===== src/hw/rtl/fqa_pkg.sv =====
// ----------------------------------------------------------------------------
// Fixed-point ALU package
// Operation codes and the sideband record that travels down the pipeline.
// ----------------------------------------------------------------------------
package fqa_pkg;

  localparam int DefaultFractionBits = 8;
  localparam int DataWidth = 32;

  typedef enum logic [3:0] {
    OP_ADD      = 4'd0,
    OP_SUB      = 4'd1,
    OP_MUL      = 4'd2,
    OP_DIV      = 4'd3,
    OP_LT       = 4'd4,
    OP_GT       = 4'd5,
    OP_LE       = 4'd6,
    OP_GE       = 4'd7,
    OP_EQ       = 4'd8,
    OP_NE       = 4'd9,
    OP_MIN      = 4'd10,
    OP_MAX      = 4'd11,
    OP_INC      = 4'd12,
    OP_DEC      = 4'd13,
    OP_FROM_INT = 4'd14,
    OP_TO_INT   = 4'd15
  } op_t;

  typedef struct packed {
    logic                 valid;
    logic                 is_div;
    logic                 neg;
    logic                 cmp;
    logic                 dz;
    logic [DataWidth-1:0] res;
  } side_t;

endpackage


===== src/hw/rtl/fqa_front.sv =====
// ----------------------------------------------------------------------------
// Fixed-point ALU front end
// Registers the operands and product, then forms simple results and the
// divider start state.
// ----------------------------------------------------------------------------
module fqa_front #(
  parameter int FRACTION_BITS = fqa_pkg::DefaultFractionBits
) (
  input  logic                              clk,
  input  logic                              rst,
  input  logic                              en,
  input  logic                              in_valid,
  input  fqa_pkg::op_t                      in_op,
  input  logic signed [31:0]                in_a,
  input  logic signed [31:0]                in_b,
  output fqa_pkg::side_t                    side,
  output logic [31:0]                       rem,
  output logic [32+FRACTION_BITS-1:0]       qd,
  output logic [31:0]                       dv
);
  import fqa_pkg::*;

  logic               a_valid;
  op_t                a_op;
  logic signed [31:0] a_a;
  logic signed [31:0] a_b;
  logic signed [63:0] a_prod;

  logic signed [63:0] prod_sh;
  logic [31:0]        mag_a;
  logic [31:0]        mag_b;
  side_t              side_next;

  always_ff @(posedge clk) begin
    if (rst) begin
      a_valid <= 1'b0;
    end else if (en) begin
      a_valid <= in_valid;
    end
  end

  always_ff @(posedge clk) begin
    if (en) begin
      a_op   <= in_op;
      a_a    <= in_a;
      a_b    <= in_b;
      a_prod <= 64'(in_a) * 64'(in_b);
    end
  end

  always_comb begin
    prod_sh = a_prod >>> FRACTION_BITS;
    mag_a = a_a[31] ? 32'(-a_a) : a_a;
    mag_b = a_b[31] ? 32'(-a_b) : a_b;
    side_next = '0;
    side_next.valid = a_valid;
    unique case (a_op)
      OP_ADD:      side_next.res = a_a + a_b;
      OP_SUB:      side_next.res = a_a - a_b;
      OP_MUL:      side_next.res = prod_sh[31:0];
      OP_DIV: begin
        side_next.is_div = 1'b1;
        side_next.dz     = (a_b == 32'sd0);
        side_next.neg    = a_a[31] ^ a_b[31];
      end
      OP_LT:       side_next.cmp = (a_a < a_b);
      OP_GT:       side_next.cmp = (a_a > a_b);
      OP_LE:       side_next.cmp = (a_a <= a_b);
      OP_GE:       side_next.cmp = (a_a >= a_b);
      OP_EQ:       side_next.cmp = (a_a == a_b);
      OP_NE:       side_next.cmp = (a_a != a_b);
      OP_MIN:      side_next.res = (a_a < a_b) ? a_a : a_b;
      OP_MAX:      side_next.res = (a_a > a_b) ? a_a : a_b;
      OP_INC:      side_next.res = a_a + 32'sd1;
      OP_DEC:      side_next.res = a_a - 32'sd1;
      OP_FROM_INT: side_next.res = a_a << FRACTION_BITS;
      OP_TO_INT:   side_next.res = a_a >>> FRACTION_BITS;
      default:     side_next.res = '0;
    endcase
  end

  always_ff @(posedge clk) begin
    if (rst) begin
      side.valid <= 1'b0;
    end else if (en) begin
      side <= side_next;
      rem  <= '0;
      qd   <= {mag_a, {FRACTION_BITS{1'b0}}};
      dv   <= mag_b;
    end
  end

endmodule


===== config.mk =====
export PLATFORM = sky130hd
export DESIGN_NAME = fqa_front
export DESIGN_NICKNAME = d
export VERILOG_FILES = /design/src/hw/rtl/fqa_pkg.sv /design/src/hw/rtl/fqa_front.sv
export SDC_FILE = /design/constraint.sdc
export NUM_CORES = 2
export LEC_CHECK = 0
export ABC_CLOCK_PERIOD_IN_PS = 8500
export BUFFER_PORTS_ARGS = -buffer_cell sky130_fd_sc_hd__buf_4
export CAP_MARGIN = 10
export CORE_ASPECT_RATIO = 0.6
export CORE_UTILIZATION = 40
export CTS_BUF_LIST = sky130_fd_sc_hd__clkbuf_8
export DETAILED_ROUTE_END_ITERATION = 8
export PLACE_DENSITY = 0.56
export REMOVE_ABC_BUFFERS = 1
export SETUP_SLACK_MARGIN = 0.1
export SKIP_LAST_GASP = 1
export SLEW_MARGIN = 20
export SYNTH_ARGS = -nofsm -noshare
export SYNTH_HDL_FRONTEND = slang
export SYNTH_SLANG_ARGS = --single-unit

===== constraint.sdc =====
create_clock -name clk -period 8.5 [get_ports clk]
set_clock_uncertainty 0.2 [all_clocks]
set_input_delay 1.275 -clock clk [delete_from_list [all_inputs] [get_ports clk]]
set_output_delay 1.275 -clock clk [all_outputs]
set_load 0.03 [all_outputs]

==> impl_metrics.json <==
{
  "min_path_type": "register to register",
  "h-tree-depth": 1,
  "vias_per_cell": 5.24,
  "num-nets-final": 4821,
  "critPathMaxStageDelay_ns": 0.58,
  "cp.required_ns": 8.70,
  "post-route-util_pct": 45.0,
  "vias": 26565,
  "violations": "DRC",
  "place_ws_ns": -0.199,
  "syn_area_per_cell_um2": 9.64,
  "critPathCaptureType": "register",
  "cp_max_fo": 11,
  "hold-worst-slack_ns": 0.307,
  "die_h_um": 233,
  "fillCellCount": 8565,
  "grt_overflow": 0,
  "drt-total-wl_um": 119000,
  "cts.sinks": 202,
  "setup_viol": 0,
  "yosysTopAreaCell": "fa_1",
  "yosysMostFrequentCell": "inv_1",
  "grt_pass1_wl_um": 179000,
  "critical_path_arrival_ns": 8.20,
  "grt_usage_pct": 26.7,
  "critPathBufInv": 6,
  "grt_setup_unrepaired": "no",
  "core_um2": 88000,
  "worstSetupPathType": "input pin to register",
  "yosys_warnings": 0,
  "tns_ns": 0,
  "std_cell_rows": 84,
  "place.gp.congestion": 0.976,
  "slew-limit-headroom_pct": 36.3,
  "synth_flop_cell": "edfxtp_1",
  "slew_violations": 0,
  "drc_errors": 17,
  "synth_edf_count": 200,
  "syn_area_um2": 35700,
  "post_cts_buffers": 0,
  "wire_per_inst_um": 23.4,
  "synthCells": 3703,
  "cts_buffers": 31,
  "hold_viol_final": 0,
  "cpMaxStageDelayCell": "fa_1",
  "ys_top_cells_by_count": "711 x inv_1, 644 x fa_1, 438 x and2_1, 389 x nand2_1, 220 x ha_1",
  "clock_latency_ns": 0.66,
  "grt_max_degree": 68,
  "cts_max_path_buffers": 3,
  "syn_to_final_growth_pct": 10.8,
  "layout-drive-gt1-share_pct": 10.3,
  "synth_top_area_share_pct": 36.1,
  "cts_resized": 0,
  "cp-start-kind": "input pin",
  "async_reset_ff_share_pct": 0,
  "cp_common_cell": "fa_1",
  "start_util_pct": 40.6,
  "cts_hold_buf": 0,
  "grt_pass1_vias": 27175,
  "ys_seq_area_share_pct": 16.9,
  "fin_crit_ns": 8.00,
  "drtPass1Iterations": 9,
  "die_area_um2": 90500,
  "dp.final_hpwl_um": 98500,
  "status": "complete, but fails checks",
  "io_buffers": 172,
  "synth_cell_types": 71,
  "cts_tree": "yes",
  "max_slew.worst_pin.slew_ns": 0.953,
  "synth.area.top_cells": "fa_1 36%, edfxtp_1 17%, ha_1 7.7%, and2_1 7.7%, inv_1 7.5%",
  "die_w_um": 388,
  "cp_top_family": "adder cells",
  "max_clock_freq_mhz": 125,
  "drtIter0Drc": 2521,
  "antenna_found_initial": 6,
  "postLayoutSetupSlackWorst_ns": 0.499,
  "root_buffer": "clkbuf_8",
  "drtAntennaViolNets": 0,
  "clk_pin_slew_worst_paths_ns": 0.07,
  "max_cap_viol_count": 0,
  "ys_ff_latch": 202,
  "ios": 213,
  "min_period_over_period_pct": 94.1
}
## per-layer routing
layer / global-route usage [%] / share of wire (%) / vias to the layer above
met2: 35.0 / 37 / 1204
met5: 0 / 0.011 / -
li1: - / - / 11797
met3: 8.74 / 12 / 102
met4: 3.83 / 1.5 / 2
met1: 42.4 / 49 / 13460
## cell usage in the layout (no fill, tap or decap), drive strengths merged, types with 67 or more instances in the layout
master,instances
buf,331
a21oi,114
nor2,67
nand2,389
xnor2,166
and2,439
o21ai,82
edfxtp,200
ha,220
inv,718
fa,644
## flip-flops by register name, indices dropped and copies added (netlist names)
signal / count
a_valid: 1
side: 37
a_a: 32
dv: 32
a_b: 32
a_op: 4
a_prod: 32
qd: 32
## through the flow
stage	instances	cell area, um^2
5_1_grt	5072	39600
2_1_floorplan	3521	34900
3_3_place_gp	5013	38900
3_5_place_dp	5013	38900
6_report	5074	39600
4_1_cts	5071	39500
## worst reg2reg max path, delay by kind of cell, from the launching register on
family,cells,cell delay (ns)
adders and majority gates,1,0.36
AOI/OAI and AO/OA,8,2.39
and+or+nand+nor,7,2.65
xor gates and xnor gates,2,0.26
DFF,1,0.55
## kinds of logic (layout without fill, tap and decap cells)
group                      count (synthesis)  in the layout  share of synthesized area, %
AOI/OAI and AO/OA                        389            389                          7.17
xor gates and xnor gates                 217            217                          5.32
adders and majority gates                864            864                          43.8
buffers and inverters                    932           1100                          10.2
DFF                                      202            202                          16.9
muxes                                     37             37                          1.04
other                                      1             43                        0.0105
and+or+nand+nor                         1061           1061                          15.5
## area by class of cell
class	count	area (um^2)	area share (%)
clock inverter	27	218	0.550
clock buffer	31	427	1.08
inverter	711	2670	6.75
multi-input combinational	2608	26200	66.2
tap	1161	1450	3.67
timing repair buffer	331	2560	6.47
sequential	202	6050	15.3
antenna	3	7.51	0.0190
## final timing paths
kind,start,endpoint,slack (ns),cells past startpoint
max,in_b[2],a_prod[33]$_DFFE_PP_,0.50,26
min,side[36]$_SDFFE_PP0P_,side[36]$_SDFFE_PP0P_,0.31,2
max reg2reg,a_b[7]$_DFFE_PP_,side[23]$_DFFE_PP_,1.73,18
min reg2reg,side[36]$_SDFFE_PP0P_,side[36]$_SDFFE_PP0P_,0.31,2
Power is not shown: default switching activity piles up to over one toggle a cycle in this logic, so the estimate is an artifact.
