File: config.mk
export PLATFORM = sky130hd
export DESIGN_NAME = fqa_back
export DESIGN_NICKNAME = d
export VERILOG_FILES = /design/src/hw/rtl/fqa_pkg.sv /design/src/hw/rtl/fqa_back.sv
export SDC_FILE = /design/constraint.sdc
export NUM_CORES = 1
export LEC_CHECK = 0
export BUFFER_PORTS_ARGS = -buffer_cell sky130_fd_sc_hd__buf_2
export CORE_UTILIZATION = 45
export CTS_CLUSTER_DIAMETER = 60
export CTS_CLUSTER_SIZE = 40
export DETAILED_ROUTE_END_ITERATION = 12
export GPL_TIMING_DRIVEN = 0
export PLACE_DENSITY_LB_ADDON = 0.2
export SYNTH_ARGS = -nofsm -noshare
export SYNTH_HDL_FRONTEND = slang
export SYNTH_SLANG_ARGS = --single-unit
File: constraint.sdc
create_clock -name clk -period 4.28 [get_ports clk]
set_clock_uncertainty 0.05 [all_clocks]
set_input_delay 0.214 -clock clk [delete_from_list [all_inputs] [get_ports clk]]
set_output_delay 0.214 -clock clk [all_outputs]
set_load 0.02 [all_outputs]
File: src/hw/rtl/fqa_pkg.sv
// ----------------------------------------------------------------------------
// Fixed-point ALU package
// Operation codes and the sideband record that travels down the pipeline.
// ----------------------------------------------------------------------------
package fqa_pkg;

  localparam int DefaultFractionBits = 8;
  localparam int DataWidth = 32;

  typedef enum logic [3:0] {
    OP_ADD      = 4'd0,
    OP_SUB      = 4'd1,
    OP_MUL      = 4'd2,
    OP_DIV      = 4'd3,
    OP_LT       = 4'd4,
    OP_GT       = 4'd5,
    OP_LE       = 4'd6,
    OP_GE       = 4'd7,
    OP_EQ       = 4'd8,
    OP_NE       = 4'd9,
    OP_MIN      = 4'd10,
    OP_MAX      = 4'd11,
    OP_INC      = 4'd12,
    OP_DEC      = 4'd13,
    OP_FROM_INT = 4'd14,
    OP_TO_INT   = 4'd15
  } op_t;

  typedef struct packed {
    logic                 valid;
    logic                 is_div;
    logic                 neg;
    logic                 cmp;
    logic                 dz;
    logic [DataWidth-1:0] res;
  } side_t;

endpackage

File: src/hw/rtl/fqa_back.sv
// ----------------------------------------------------------------------------
// Fixed-point ALU back end
// Applies the quotient sign and registers the result word.
// ----------------------------------------------------------------------------
module fqa_back (
  input  logic           clk,
  input  logic           rst,
  input  logic           en,
  input  fqa_pkg::side_t in_side,
  input  logic [31:0]    in_q,
  output logic           out_valid,
  output logic [31:0]    out_res,
  output logic           out_cmp,
  output logic           out_dz
);
  import fqa_pkg::*;

  logic [31:0] res_next;

  always_comb begin
    if (in_side.is_div) begin
      if (in_side.dz) begin
        res_next = '0;
      end else begin
        res_next = in_side.neg ? 32'(-in_q) : in_q;
      end
    end else begin
      res_next = in_side.res;
    end
  end

  always_ff @(posedge clk) begin
    if (rst) begin
      out_valid <= 1'b0;
    end else if (en) begin
      out_valid <= in_side.valid;
    end
  end

  always_ff @(posedge clk) begin
    if (en) begin
      out_res <= res_next;
      out_cmp <= in_side.cmp;
      out_dz  <= in_side.dz;
    end
  end

endmodule

==> results of run 1 <==
[stage by stage]
step           hold WS (ns)  total power, W  instance area, um2  setup slack [ns]  util (%)
5_1_grt              0.0341        0.000915                3130              1.78      60.8
3_5_place_dp          0.323        0.000650                3050              1.58      59.3
4_1_cts              0.0217        0.000880                3130              1.88      60.8
6_report             0.0183        0.000879                3130              1.88      60.8
3_3_place_gp          0.322        0.000648                3050              1.61      59.3
2_1_floorplan         0.236        0.000549                2430              1.88         -
[worst paths after layout]
check | start | endpoint | slack [ns] | depth (start not counted)
min reg2reg | out_valid | out_valid | 0.44 | 2
max reg2reg | out_valid | out_valid | 3.65 | 2
min | rst | out_valid | 0.02 | 2
max | in_q[0] | out_res[24] | 1.88 | 9
[registers in the layout, indices dropped and copies added, names as in the netlist]
name / flops
out_cmp: 1
out_dz: 1
out_res: 32
out_valid: 1
[cells in the mapped netlist (5+ instances only)]
cell                       instances  area (um2)
sky130_fd_sc_hd__o21ai_0          10        50.1
sky130_fd_sc_hd__nor3_1            8        40.0
sky130_fd_sc_hd__nand2_1          20        75.1
sky130_fd_sc_hd__nand3_1          16        80.1
sky130_fd_sc_hd__or3_1             8        50.1
sky130_fd_sc_hd__or4_1            12        90.1
sky130_fd_sc_hd__nor4_1            5        31.3
sky130_fd_sc_hd__nor2_1           14        52.6
sky130_fd_sc_hd__inv_1             6        22.5
sky130_fd_sc_hd__a22o_1            9        78.8
sky130_fd_sc_hd__o31ai_1           7        52.6
sky130_fd_sc_hd__edfxtp_1         34        1020
sky130_fd_sc_hd__a32oi_1          12         105
sky130_fd_sc_hd__xnor2_1          10        87.6
sky130_fd_sc_hd__clkbuf_1         16        60.1
[cell type report]
class                           count  area, um2
Fill cell                         486       2010
Multi-Input combinational cell    187       1260
Sequential cell                    35       1040
Timing Repair Buffer              106        531
Buffer                             21       95.1
Tap cell                           70       87.6
Clock buffer                        6       72.6
Inverter                            7       26.3
Clock inverter                      2       7.51
[cell families (layout without fill, tap and decap cells)]
kind of cell             after synthesis  after routing  synth area share [%]
flip-flops                            35             35                  42.9
buffers and inverters                 28            142                  5.00
multiplexers                           3              3                  1.24
AND/OR/NAND/NOR                      106            106                  24.5
XOR/XNOR                              12             12                  4.33
adder cells (fa/ha/maj)                1              1                 0.515
AO/OA/AOI/OAI                         65             65                  21.5
[metal layers]
layer | GRT usage [%] | share of wire (%) | vias up
li1 | - | - | 1239
met1 | 35.5 | 43 | 1148
met2 | 42.2 | 49 | 123
met3 | 5.42 | 6.6 | 13
met4 | 9.67 | 1.8 | 0
met5 | 0 | 0 | -
[where the power goes]
group | internal, W | leakage [nW] | switching (W)
Clock | 0.000111 | 0.0403 | 0.000123
Combinational | 0.0000848 | 0.825 | 0.000139
Sequential | 0.000414 | 0.338 | 0.00000684
Total | 0.000609 | 1.20 | 0.000269
==> impl_results.md, run 1 <==
- Cell occurring most often along the worst timing path: sky130_fd_sc_hd__buf_2
- Largest incremental delay on the critical path: approximately 0.56 ns
- Data required, critical path: roughly 4.4 ns
- Category of the worst setup path launch point: primary input
- Class of the tightest hold or removal check: in -> reg
- Power density of the placed cells: around 280 nW/um2
- Cell Count, Final, Fillers Out: around 430
- Maximum buffer depth of the clock tree: 2
- TritonCTS Buffers: 5
- Vias in the first global route: approximately 2400
- Cell with the largest stage delay on the worst path: sky130_fd_sc_hd__or4_4
- Post-DRT Antenna Nets: 0
- Max H-tree Level: 2
- Die X: 75.4 um
- Number of enable-type register cells in the synthesized netlist: 34
- Number of inserted diodes: 0
- Via count normalized by instance count: 5.81
- Clock latency reported for the late side of the worst-skew pair: about 0.29 ns
- Total congestion overflow after global routing: 0
- CTS tree: built
- Layout cell share with drive strength beyond 1: roughly 33%
- Synth Register Bits: 35
- Cell count after synthesis: 250
- Residual DRC count: 0
- Hold Fails Final Rpt: 0
- Net count of the mapped netlist: approximately 320
- Sequence of cells on the critical path: buf_2, inv_1, ha_1, or3b_2, buf_2, or4_4, buf_6, or4_1, nand3_1
- Number of clock sinks: 35
- Arrival time of data at the critical path endpoint: around 2.5 ns
- Library cells used by synthesis: 45
- Proportion of register bits with asynchronous set or reset after synthesis: 0%
- Unrepaired setup endpoints after global routing: false
- Clk Tree Root Cell: sky130_fd_sc_hd__clkbuf_8
- Core box area: between 5000 and 6000 um2
- Detailed Route WL: approximately 7100 um
- Post-cts repair resize count: 0
- Antenna violations before repair: 0
- IR drop worst, VDD: roughly 130 uV
- Most common library cell in the layout ignoring fill and taps: sky130_fd_sc_hd__buf_2
- Sequential-to-total area share from yosys stat: 42.9%
- Starting density of the core: a little under half
- Run status: finished clean
- Buffers inserted during post-CTS setup optimization: 0
- Maximum fanout encountered on the critical timing path: 10
- Max-slew headroom at the worst pin: 45.7%
- CP bufs+invs: 4
- Critical path class: in -> reg
- GRT Total Usage: between 20% and 30%
- Leakage power figure: 1.20 nW
- Setup TNS after final layout: 0 ns
- Synthesis-to-finish area growth: 28.8%
- Clock Pin Slew Worst Setup and Hold Paths: roughly 0.070 ns
- Mapped Area: around 2400 um2
- Wire length of the first global-routing pass: about 11000 um
- Placement row count: 26
- Most frequent cells in the layout: sky130_fd_sc_hd__buf_2 (107), sky130_fd_sc_hd__edfxtp_1 (34), sky130_fd_sc_hd__nand2_1 (20), sky130_fd_sc_hd__clkbuf_1 (17), sky130_fd_sc_hd__nand3_1 (16)
- Pin count of the biggest net entering global routing: 36
- Average wire per standard cell: approximately 16 um
- Die boundary height: 75.4 um
- Max capacitance violation total: 0
- Initial DRC Count: approximately 240
- Quantity of hold-fixing buffers added after cts: 0
- Count of boundary I/O pins: between 100 and 150
- Fin nets: ~440
- Floorplan die area: 5690 um2
- Worst-Margin Slew: 0.814 ns
- Maximum frequency from static timing analysis: 0.417 GHz
- First-pass iteration count of the detailed router: 5
- Total of buffers placed on input and output ports: ~110
- Kind of cell with the highest combined delay on the critical path: simple AND/OR/NAND/NOR gates
- Slew Limit Fails: 0
- Top_reg_cell synth: sky130_fd_sc_hd__edfxtp_1
- DP Wirelength: 5110 um
- Capturing element type of the critical path: flop
- Placed cells: roughly 430
- Clock period minus worst slack: ~2.4 ns
- Mean cell area of the mapped netlist: about 9.7 um2
- Post-route fraction of the period consumed by the critical path: roughly 56%
- YS warnings: 0
- Routability cong.: between 0.8 and 0.9
- Setup-violating endpoint count in the final report: 0
- Via count: 2523
Note: power is estimated with default switching activity, not from simulation.
==> run 2, diff against run 1 <==
--- a/config.mk
+++ b/config.mk
@@ -6,7 +6,7 @@
 export NUM_CORES = 1
 export LEC_CHECK = 0
 export BUFFER_PORTS_ARGS = -buffer_cell sky130_fd_sc_hd__buf_2
-export CORE_UTILIZATION = 45
+export CORE_UTILIZATION = 43
 export CTS_CLUSTER_DIAMETER = 60
 export CTS_CLUSTER_SIZE = 40
 export DETAILED_ROUTE_END_ITERATION = 12
==> constraint.sdc (replaced) <==
create_clock -name clk -period 2.15 [get_ports clk]
set_clock_uncertainty 0.05 [all_clocks]
set_input_delay 0.1075 -clock clk [delete_from_list [all_inputs] [get_ports clk]]
set_output_delay 0.1075 -clock clk [all_outputs]
set_load 0.02 [all_outputs]
==> impl_results.md, run 2 (synthesis gave the netlist of run 1 again) <==
- Run status: finished clean (unchanged)
- Average wire per standard cell: 16.5 um (was 16.3 um)
- Clk Tree Root Cell: sky130_fd_sc_hd__clkbuf_8 (unchanged)
- Slew Limit Fails: 0 (unchanged)
- Max capacitance violation total: 0 (unchanged)
- Setup TNS after final layout: 0 ns (unchanged)
- Placement row count: 26 (unchanged)
- Kind of cell with the highest combined delay on the critical path: simple AND/OR/NAND/NOR gates (unchanged)
- Number of clock sinks: 35 (unchanged)
- Via count: 2600 (was 2523)
- Starting density of the core: 46.1% (was 47.2%)
- Floorplan die area: 5950 um2 (was 5690 um2)
- Sequence of cells on the critical path: buf_2, or4_1, clkbuf_1, nor4_2, nand2_1, o311ai_1 (was buf_2, inv_1, ha_1, or3b_2, buf_2, or4_4, buf_6, or4_1, nand3_1)
- Most common library cell in the layout ignoring fill and taps: sky130_fd_sc_hd__buf_2 (unchanged)
- Synthesis-to-finish area growth: 31.5% (was 28.8%)
- Core box area: 5270 um2 (was 5140 um2)
- Class of the tightest hold or removal check: in -> reg (unchanged)
- TritonCTS Buffers: 5 (unchanged)
- Routability cong.: 0.897 (was 0.871)
- IR drop worst, VDD: 287 uV (was 133 uV)
- Fillers: 503 (was 486)
- Max-slew headroom at the worst pin: 46.7% (was 45.7%)
- Clock latency reported for the late side of the worst-skew pair: 0.28 ns (was 0.29 ns)
- Category of the worst setup path launch point: primary input (unchanged)
- Most frequent cells in the layout: sky130_fd_sc_hd__buf_2 (107), sky130_fd_sc_hd__edfxtp_1 (34), sky130_fd_sc_hd__nand2_1 (20), sky130_fd_sc_hd__clkbuf_1 (16), sky130_fd_sc_hd__nand3_1 (15) (was sky130_fd_sc_hd__buf_2 (107), sky130_fd_sc_hd__edfxtp_1 (34), sky130_fd_sc_hd__nand2_1 (20), sky130_fd_sc_hd__clkbuf_1 (17), sky130_fd_sc_hd__nand3_1 (16))
- Placed cells: 426 (unchanged)
- Hold Fails Final Rpt: 0 (unchanged)
- Leakage power figure: 1.23 nW (was 1.20 nW)
- DP Wirelength: 5250 um (was 5110 um)
- Most flops, register: out_res (unchanged)
- Power density of the placed cells: 550 nW/um2 (was 281 nW/um2)
- Fin nets: 442 (was 436)
- Via count normalized by instance count: 5.91 (was 5.81)
- Layout cell share with drive strength beyond 1: 34.6% (was 33.0%)
- Maximum fanout encountered on the critical timing path: 10 (unchanged)
- CP bufs+invs: 2 (was 4)
- Detailed Route WL: 7280 um (was 7090 um)
- Maximum buffer depth of the clock tree: 2 (unchanged)
- Pin count of the biggest net entering global routing: 36 (unchanged)
- Count of boundary I/O pins: 107 (unchanged)
- CTS tree: built (unchanged)
- Total of buffers placed on input and output ports: 106 (unchanged)
- Die X: 77.1 um (was 75.4 um)
- Clock period minus worst slack: about 2.1 ns
- GRT Total Usage: 24.1% (was 26.4%)
- Die boundary height: 77.1 um (was 75.4 um)
- Clock Pin Slew Worst Setup and Hold Paths: 0.07 ns (about the same)
- Maximum frequency from static timing analysis: ~0.47 GHz
- First-pass iteration count of the detailed router: 6 (was 5)
- Setup-violating endpoint count in the final report: 0 (unchanged)
- Capturing element type of the critical path: flop (unchanged)
- Arrival time of data at the critical path endpoint: 2.18 ns (was 2.51 ns)
- Final-layout worst hold slack: 0.00651 ns (was 0.0183 ns)
- Worst-Margin Slew: 0.793 ns (was 0.814 ns)
- Wire length of the first global-routing pass: 11200 um (about the same)
- Largest incremental delay on the critical path: 0.66 ns (was 0.56 ns)
- Antenna violations before repair: 0 (unchanged)
- Post-route fraction of the period consumed by the critical path: a little under 100%
- Number of flip-flops in the largest register: 32 (unchanged)
- Post-DRT Antenna Nets: 0 (unchanged)
- Unrepaired setup endpoints after global routing: false (unchanged)
- Cell Count, Final, Fillers Out: 440 (was 434)
- Critical path class: in -> reg (unchanged)
- Vias in the first global route: 2291 (was 2364)
- Number of inserted diodes: 0 (unchanged)
- Residual DRC count: 0 (unchanged)
- Total congestion overflow after global routing: 0 (unchanged)
- Data required, critical path: 2.19 ns (was 4.39 ns)
- Cell with the largest stage delay on the worst path: sky130_fd_sc_hd__nor4_2 (was sky130_fd_sc_hd__or4_4)
- Initial DRC Count: 236 (was 239)
- Max H-tree Level: 2 (unchanged)
-- run 2: what timing repair did --
action | CTS | global route
gates resized for setup | 0 | 2
endpoints found under the setup margin | 0 | 1
hold buffers | 2 | 0
hold endpoints to repair | 2 | 0
buffers inserted | 0 | 4
-- run 2: final cells by class --
type / instances / area [um2] / share of cell area [%]
inverters: 7 / 26.3 / 0.823
repair buffers: 113 / 586 / 18.3
clock buffers: 5 / 68.8 / 2.16
well taps: 70 / 87.6 / 2.74
plain buffers: 20 / 90.1 / 2.82
flip-flops and latches: 35 / 1040 / 32.6
multi-input cells: 187 / 1280 / 40.0
clock inverters: 3 / 15.0 / 0.470
-- run 2: path summary, 6_finish.rpt --
kind / startpoint / endpoint / slack, ns / depth (start not counted)
worst min-delay path: in_side[36] / out_valid / 0.007 / 3
worst max register to register: out_valid / out_valid / 1.52 / 2
worst max-delay path: in_q[3] / out_res[25] / 0.02 / 6
worst min register to register: out_valid / out_valid / 0.45 / 2
-- run 2: worst min-delay path, delay by kind of cell --
kind	cells	cell delay [ns]
buffers and inverters	1	0.07
multiplexers	1	0.06
AND/OR/NAND/NOR	1	0.07
-- run 2: per-layer routing --
metal,vias to the layer above,GRT usage [%],wire (um)
met5,-,0,0
met3,11,5.12,543
li1,1254,-,-
met1,1187,32.7,3230
met4,0,7.36,96
met2,148,38.1,3410
-- run 2: where the power goes --
part	total (W)	switching (W)	internal, W
combinational	0.000454	0.000281	0.000174
clock	0.000466	0.000245	0.000220
sequential	0.000836	0.0000132	0.000823
total	0.00176	0.000539	0.00122
-- run 2: stage by stage --
stage | power (W) | worst slack (ns) | utilization (%) | instance area [um2]
2_1_floorplan | 0.00110 | -0.0163 | - | 2440
6_report | 0.00176 | 0.0151 | 60.6 | 3190
5_1_grt | 0.00183 | 0.0106 | 60.6 | 3190
3_3_place_gp | 0.00129 | -0.265 | 58.0 | 3060
4_1_cts | 0.00177 | 0.0126 | 60.0 | 3160
3_5_place_dp | 0.00130 | -0.284 | 58.0 | 3060
==> run 3, diff against run 2 <==
--- a/config.mk
+++ b/config.mk
@@ -5,8 +5,9 @@
 export SDC_FILE = /design/constraint.sdc
 export NUM_CORES = 1
 export LEC_CHECK = 0
+export ABC_AREA = 1
 export BUFFER_PORTS_ARGS = -buffer_cell sky130_fd_sc_hd__buf_2
-export CORE_UTILIZATION = 43
+export CORE_UTILIZATION = 44
 export CTS_CLUSTER_DIAMETER = 60
 export CTS_CLUSTER_SIZE = 40
 export DETAILED_ROUTE_END_ITERATION = 12
==> impl_results.md, run 3 <==
- Antenna violations before repair: 0 (unchanged)
- Top_reg_cell synth: sky130_fd_sc_hd__edfxtp_1 (unchanged)
- Most flops, register: out_res (unchanged)
- Crit. path cell count: 7 (was 6)
- Synthesis-to-finish area growth: 30.6% (was 31.5%)
- Placed cells: 506 (was 426)
- Clock period minus worst slack: 1.63 ns (was 2.13 ns)
- Die boundary height: 77.5 um (was 77.1 um)
- Fin nets: 517 (was 442)
- Category of the worst setup path launch point: primary input (unchanged)
- Fillers: 542 (was 503)
- Post-DRT Antenna Nets: 0 (unchanged)
- Library cells used by synthesis: 31 (was 45)
- Buffers inserted during post-CTS setup optimization: 0 (unchanged)
- Net count of the mapped netlist: 401 (was 323)
- Starting density of the core: 45.6% (was 46.1%)
- Cell with the largest stage delay on the worst path: sky130_fd_sc_hd__dlygate4sd3_1 (was sky130_fd_sc_hd__nor4_2)
- Portion of total power attributed to combinational logic: 24.7% (was 25.9%)
- Arrival time of data at the critical path endpoint: 1.74 ns (was 2.18 ns)
- Average wire per standard cell: 13.1 um (was 16.5 um)
- GRT Total Usage: 23.0% (was 24.1%)
- Mean cell area of the mapped netlist: 7.65 um2 (was 9.71 um2)
- Class of the tightest hold or removal check: in -> reg (unchanged)
- Cell count after synthesis: 328 (was 250)
- Data required, critical path: 2.26 ns (was 2.19 ns)
- Worst-case reg-to-reg path depth: 2 (unchanged)
- Total of buffers placed on input and output ports: 106 (unchanged)
- Layout cell share with drive strength beyond 1: 36.6% (was 34.6%)
- Pin count of the biggest net entering global routing: 36 (unchanged)
- Floorplan die area: 6010 um2 (was 5950 um2)
- Power density of the placed cells: 591 nW/um2 (was 550 nW/um2)
- Clk Tree Root Cell: sky130_fd_sc_hd__clkbuf_8 (unchanged)
- Synth Register Bits: 35 (unchanged)
- Mapped Area: 2510 um2 (was 2430 um2)
- Die X: 77.5 um (was 77.1 um)
- Fraction of synthesized cell area taken by the top area cell type: 40.7% (was 42.1%)
- Largest incremental delay on the critical path: 0.53 ns (was 0.66 ns)
- Most common library cell in the layout ignoring fill and taps: sky130_fd_sc_hd__buf_2 (unchanged)
- Number of enable-type register cells in the synthesized netlist: 34 (unchanged)
- Clock network power share: 32.2% (was 26.5%)
- Worst Setup SP: in_side[32] (was in_q[3])
- IR drop worst, VDD: 294 uV (was 287 uV)
- Routability cong.: 0.892 (was 0.897)
- Core box area: 5510 um2 (was 5270 um2)
- First-pass iteration count of the detailed router: 4 (was 6)
- Critical path class: in -> reg (unchanged)
- Count of boundary I/O pins: 107 (unchanged)
- Leakage power figure: 1.53 nW (was 1.23 nW)
- Total congestion overflow after global routing: 0 (unchanged)
- Final WS setup: 0.524 ns (was 0.0151 ns)
- Setup TNS after final layout: 0 ns (unchanged)
- Reg-to-reg slack, setup: 1.51 ns (was 1.52 ns)
- Capture instance of the worst register-to-register path: out_valid (unchanged)
- Clock latency reported for the late side of the worst-skew pair: 0.29 ns (was 0.28 ns)
- Net switching share of the total power: 29.5% (was 30.7%)
- Via count: 2592 (was 2600)
- Internal power consumption: 0.00137 W (was 0.00122 W)
- Area of the multi-input gates: 1300 um2 (was 1280 um2)
- Number of flip-flops in the largest register: 32 (unchanged)
- Area taken by flip-flops and latches: 1040 um2 (unchanged)
- Placement row count: 27 (was 26)
- Setup-violating endpoint count in the final report: 0 (unchanged)
- Worst setup path endpoint: out_res[8] (was out_res[25])
- Detailed Route WL: 6760 um (was 7280 um)
- Kind of cell with the highest combined delay on the critical path: buffers and inverters (was simple AND/OR/NAND/NOR gates)
- TritonCTS Buffers: 5 (unchanged)
- Number of inserted diodes: 0 (unchanged)
- Maximum fanout encountered on the critical timing path: 10 (unchanged)
- YS warnings: 0 (unchanged)
- Via count normalized by instance count: 5.01 (was 5.91)
- CTS tree: built (unchanged)
- Reg-to-reg critical path startpoint: out_valid (unchanged)
- Unrepaired setup endpoints after global routing: false (unchanged)
- Sequence of cells on the critical path: dlygate4sd3_1, buf_2, nor2_2, inv_1, a21oi_1, o21ai_0, nand2_1 (was buf_2, or4_1, clkbuf_1, nor4_2, nand2_1, o311ai_1)
- Most area-hungry cell type in the Yosys netlist: sky130_fd_sc_hd__edfxtp_1 (unchanged)
- Post-route fraction of the period consumed by the critical path: 75.6% (was 99.3%)
- Max H-tree Level: 2 (unchanged)
- Number of clock sinks: 35 (unchanged)
- Vias in the first global route: 2307 (was 2291)
- Initial DRC Count: 146 (was 236)
- Worst-Margin Slew: 0.810 ns (was 0.793 ns)
- Proportion of register bits with asynchronous set or reset after synthesis: 0% (unchanged)
- Max-slew headroom at the worst pin: 46.0% (was 46.7%)
- Maximum buffer depth of the clock tree: 2 (unchanged)
- Dominant cell by count in the synthesized netlist: sky130_fd_sc_hd__nand2_1 (was sky130_fd_sc_hd__edfxtp_1)
- Wire length of the first global-routing pass: 10800 um (was 11200 um)
- Sequential-to-total area share from yosys stat: 41.5% (was 42.9%)
- CP bufs+invs: 3 (was 2)
- Cell Count, Final, Fillers Out: 517 (was 440)
- Proportion of power drawn by flip-flops and latches: 43.1% (was 47.6%)
- Maximum frequency from static timing analysis: 0.615 GHz (was 0.468 GHz)
- Worst Setup Slack post-DPL: 0.632 ns (was -0.284 ns)
- Ranking of synthesized cells by area: sky130_fd_sc_hd__edfxtp_1 (41%), sky130_fd_sc_hd__nand2_1 (15%), sky130_fd_sc_hd__nand3_1 (6.2%) (was sky130_fd_sc_hd__edfxtp_1 (42%), sky130_fd_sc_hd__a32oi_1 (4.3%), sky130_fd_sc_hd__or4_1 (3.7%))
- DP Wirelength: 5190 um (was 5250 um)
- Max capacitance violation total: 0 (unchanged)
- Most frequent cells in the layout: sky130_fd_sc_hd__buf_2 (108), sky130_fd_sc_hd__nand2_1 (98), sky130_fd_sc_hd__edfxtp_1 (34), sky130_fd_sc_hd__nand3_1 (31) (was sky130_fd_sc_hd__buf_2 (107), sky130_fd_sc_hd__edfxtp_1 (34), sky130_fd_sc_hd__nand2_1 (20), sky130_fd_sc_hd__clkbuf_1 (16), sky130_fd_sc_hd__nand3_1 (15))
- Leading cell types by count after synthesis: sky130_fd_sc_hd__nand2_1 (98), sky130_fd_sc_hd__edfxtp_1 (34), sky130_fd_sc_hd__nand3_1 (31) (was sky130_fd_sc_hd__edfxtp_1 (34), sky130_fd_sc_hd__nand2_1 (20), sky130_fd_sc_hd__clkbuf_1 (16), sky130_fd_sc_hd__nand3_1 (16), sky130_fd_sc_hd__nor2_1 (14))
- Hold Fails Final Rpt: 0 (unchanged)
- Switching power of the nets: 0.000571 W (was 0.000539 W)
- Run status: finished clean (unchanged)
- Slew Limit Fails: 0 (unchanged)
- Capturing element type of the critical path: flop (unchanged)
- Clock Pin Slew Worst Setup and Hold Paths: 0.07 ns (about the same)
- Residual DRC count: 0 (unchanged)
-- run 3: power by group through the flow --
stage	Combinational [W]	Sequential, W	Clock [W]
2_1_floorplan	0.000193	0.000935	0
3_3_place_gp	0.000467	0.000847	0
3_5_place_dp	0.000473	0.000849	0
4_1_cts	0.000479	0.000835	0.000641
5_1_grt	0.000527	0.000839	0.000648
6_report	0.000479	0.000834	0.000623
-- run 3: cell families after synthesis --
| family | share of synthesized area (%) |
|---|---|
| AND/OR/NAND/NOR | 39.2 |
| flip-flops | 41.5 |
| multiplexers | 0.399 |
| AO/OA/AOI/OAI | 11.8 |
| adder cells (fa/ha/maj) | 0.498 |
| buffers and inverters | 6.63 |
-- run 3: final cells by class --
class                      instances  share of cell area [%]
multi-input combinational        256                    39.7
clock buffer                       6                    2.52
inverter                          29                    3.40
clock inverter                     2                    1.07
tap                               72                    2.75
buffer                             8                    1.68
sequential                        35                    31.8
timing repair buffer             109                    17.1
-- run 3: how the worst min path moves through the flow --
stage,from,endpoint,slack [ns],cells after the start
2_1_floorplan,rst,out_valid,0.13,1
3_3_place_gp,rst,out_valid,0.21,2
3_5_place_dp,rst,out_valid,0.22,2
4_1_cts,in_side[36],out_valid,0.008,3
5_1_grt,in_side[3],out_res[3],0.05,3
6_report,in_side[36],out_valid,0.01,3
-- run 3: per-layer routing --
layer  wire, um  up-vias  global-route usage [%]
met1       3070     1136                    31.5
met5          0        -                       0
met3        533        6                    3.76
met2       3110      112                    37.5
met4         56        0                    6.42
li1           -     1338                       -
-- run 3: what timing repair did --
| action | in CTS | in global routing |
|---|---|---|
| hold endpoints to repair | 3 | 0 |
| resized for setup | 0 | 0 |
| hold buffers | 3 | 0 |
-- run 3: per-stage QoR --
step	hold WS (ns)	utilization (%)	area, um2	power (W)
after CTS	0.00774	59.5	3280	0.00195
after floorplan	0.130	-	2510	0.00113
after global placement	0.214	56.9	3130	0.00131
after global routing	0.0512	59.5	3280	0.00201
final	0.0123	59.5	3280	0.00194
after detailed placement	0.216	56.9	3130	0.00132
-- run 3: tightest hold or removal path, delay by kind of cell --
kind,cells,cell delay (ns)
buffers and inverters,1,0.07
muxes,1,0.06
and+or+nand+nor,1,0.07
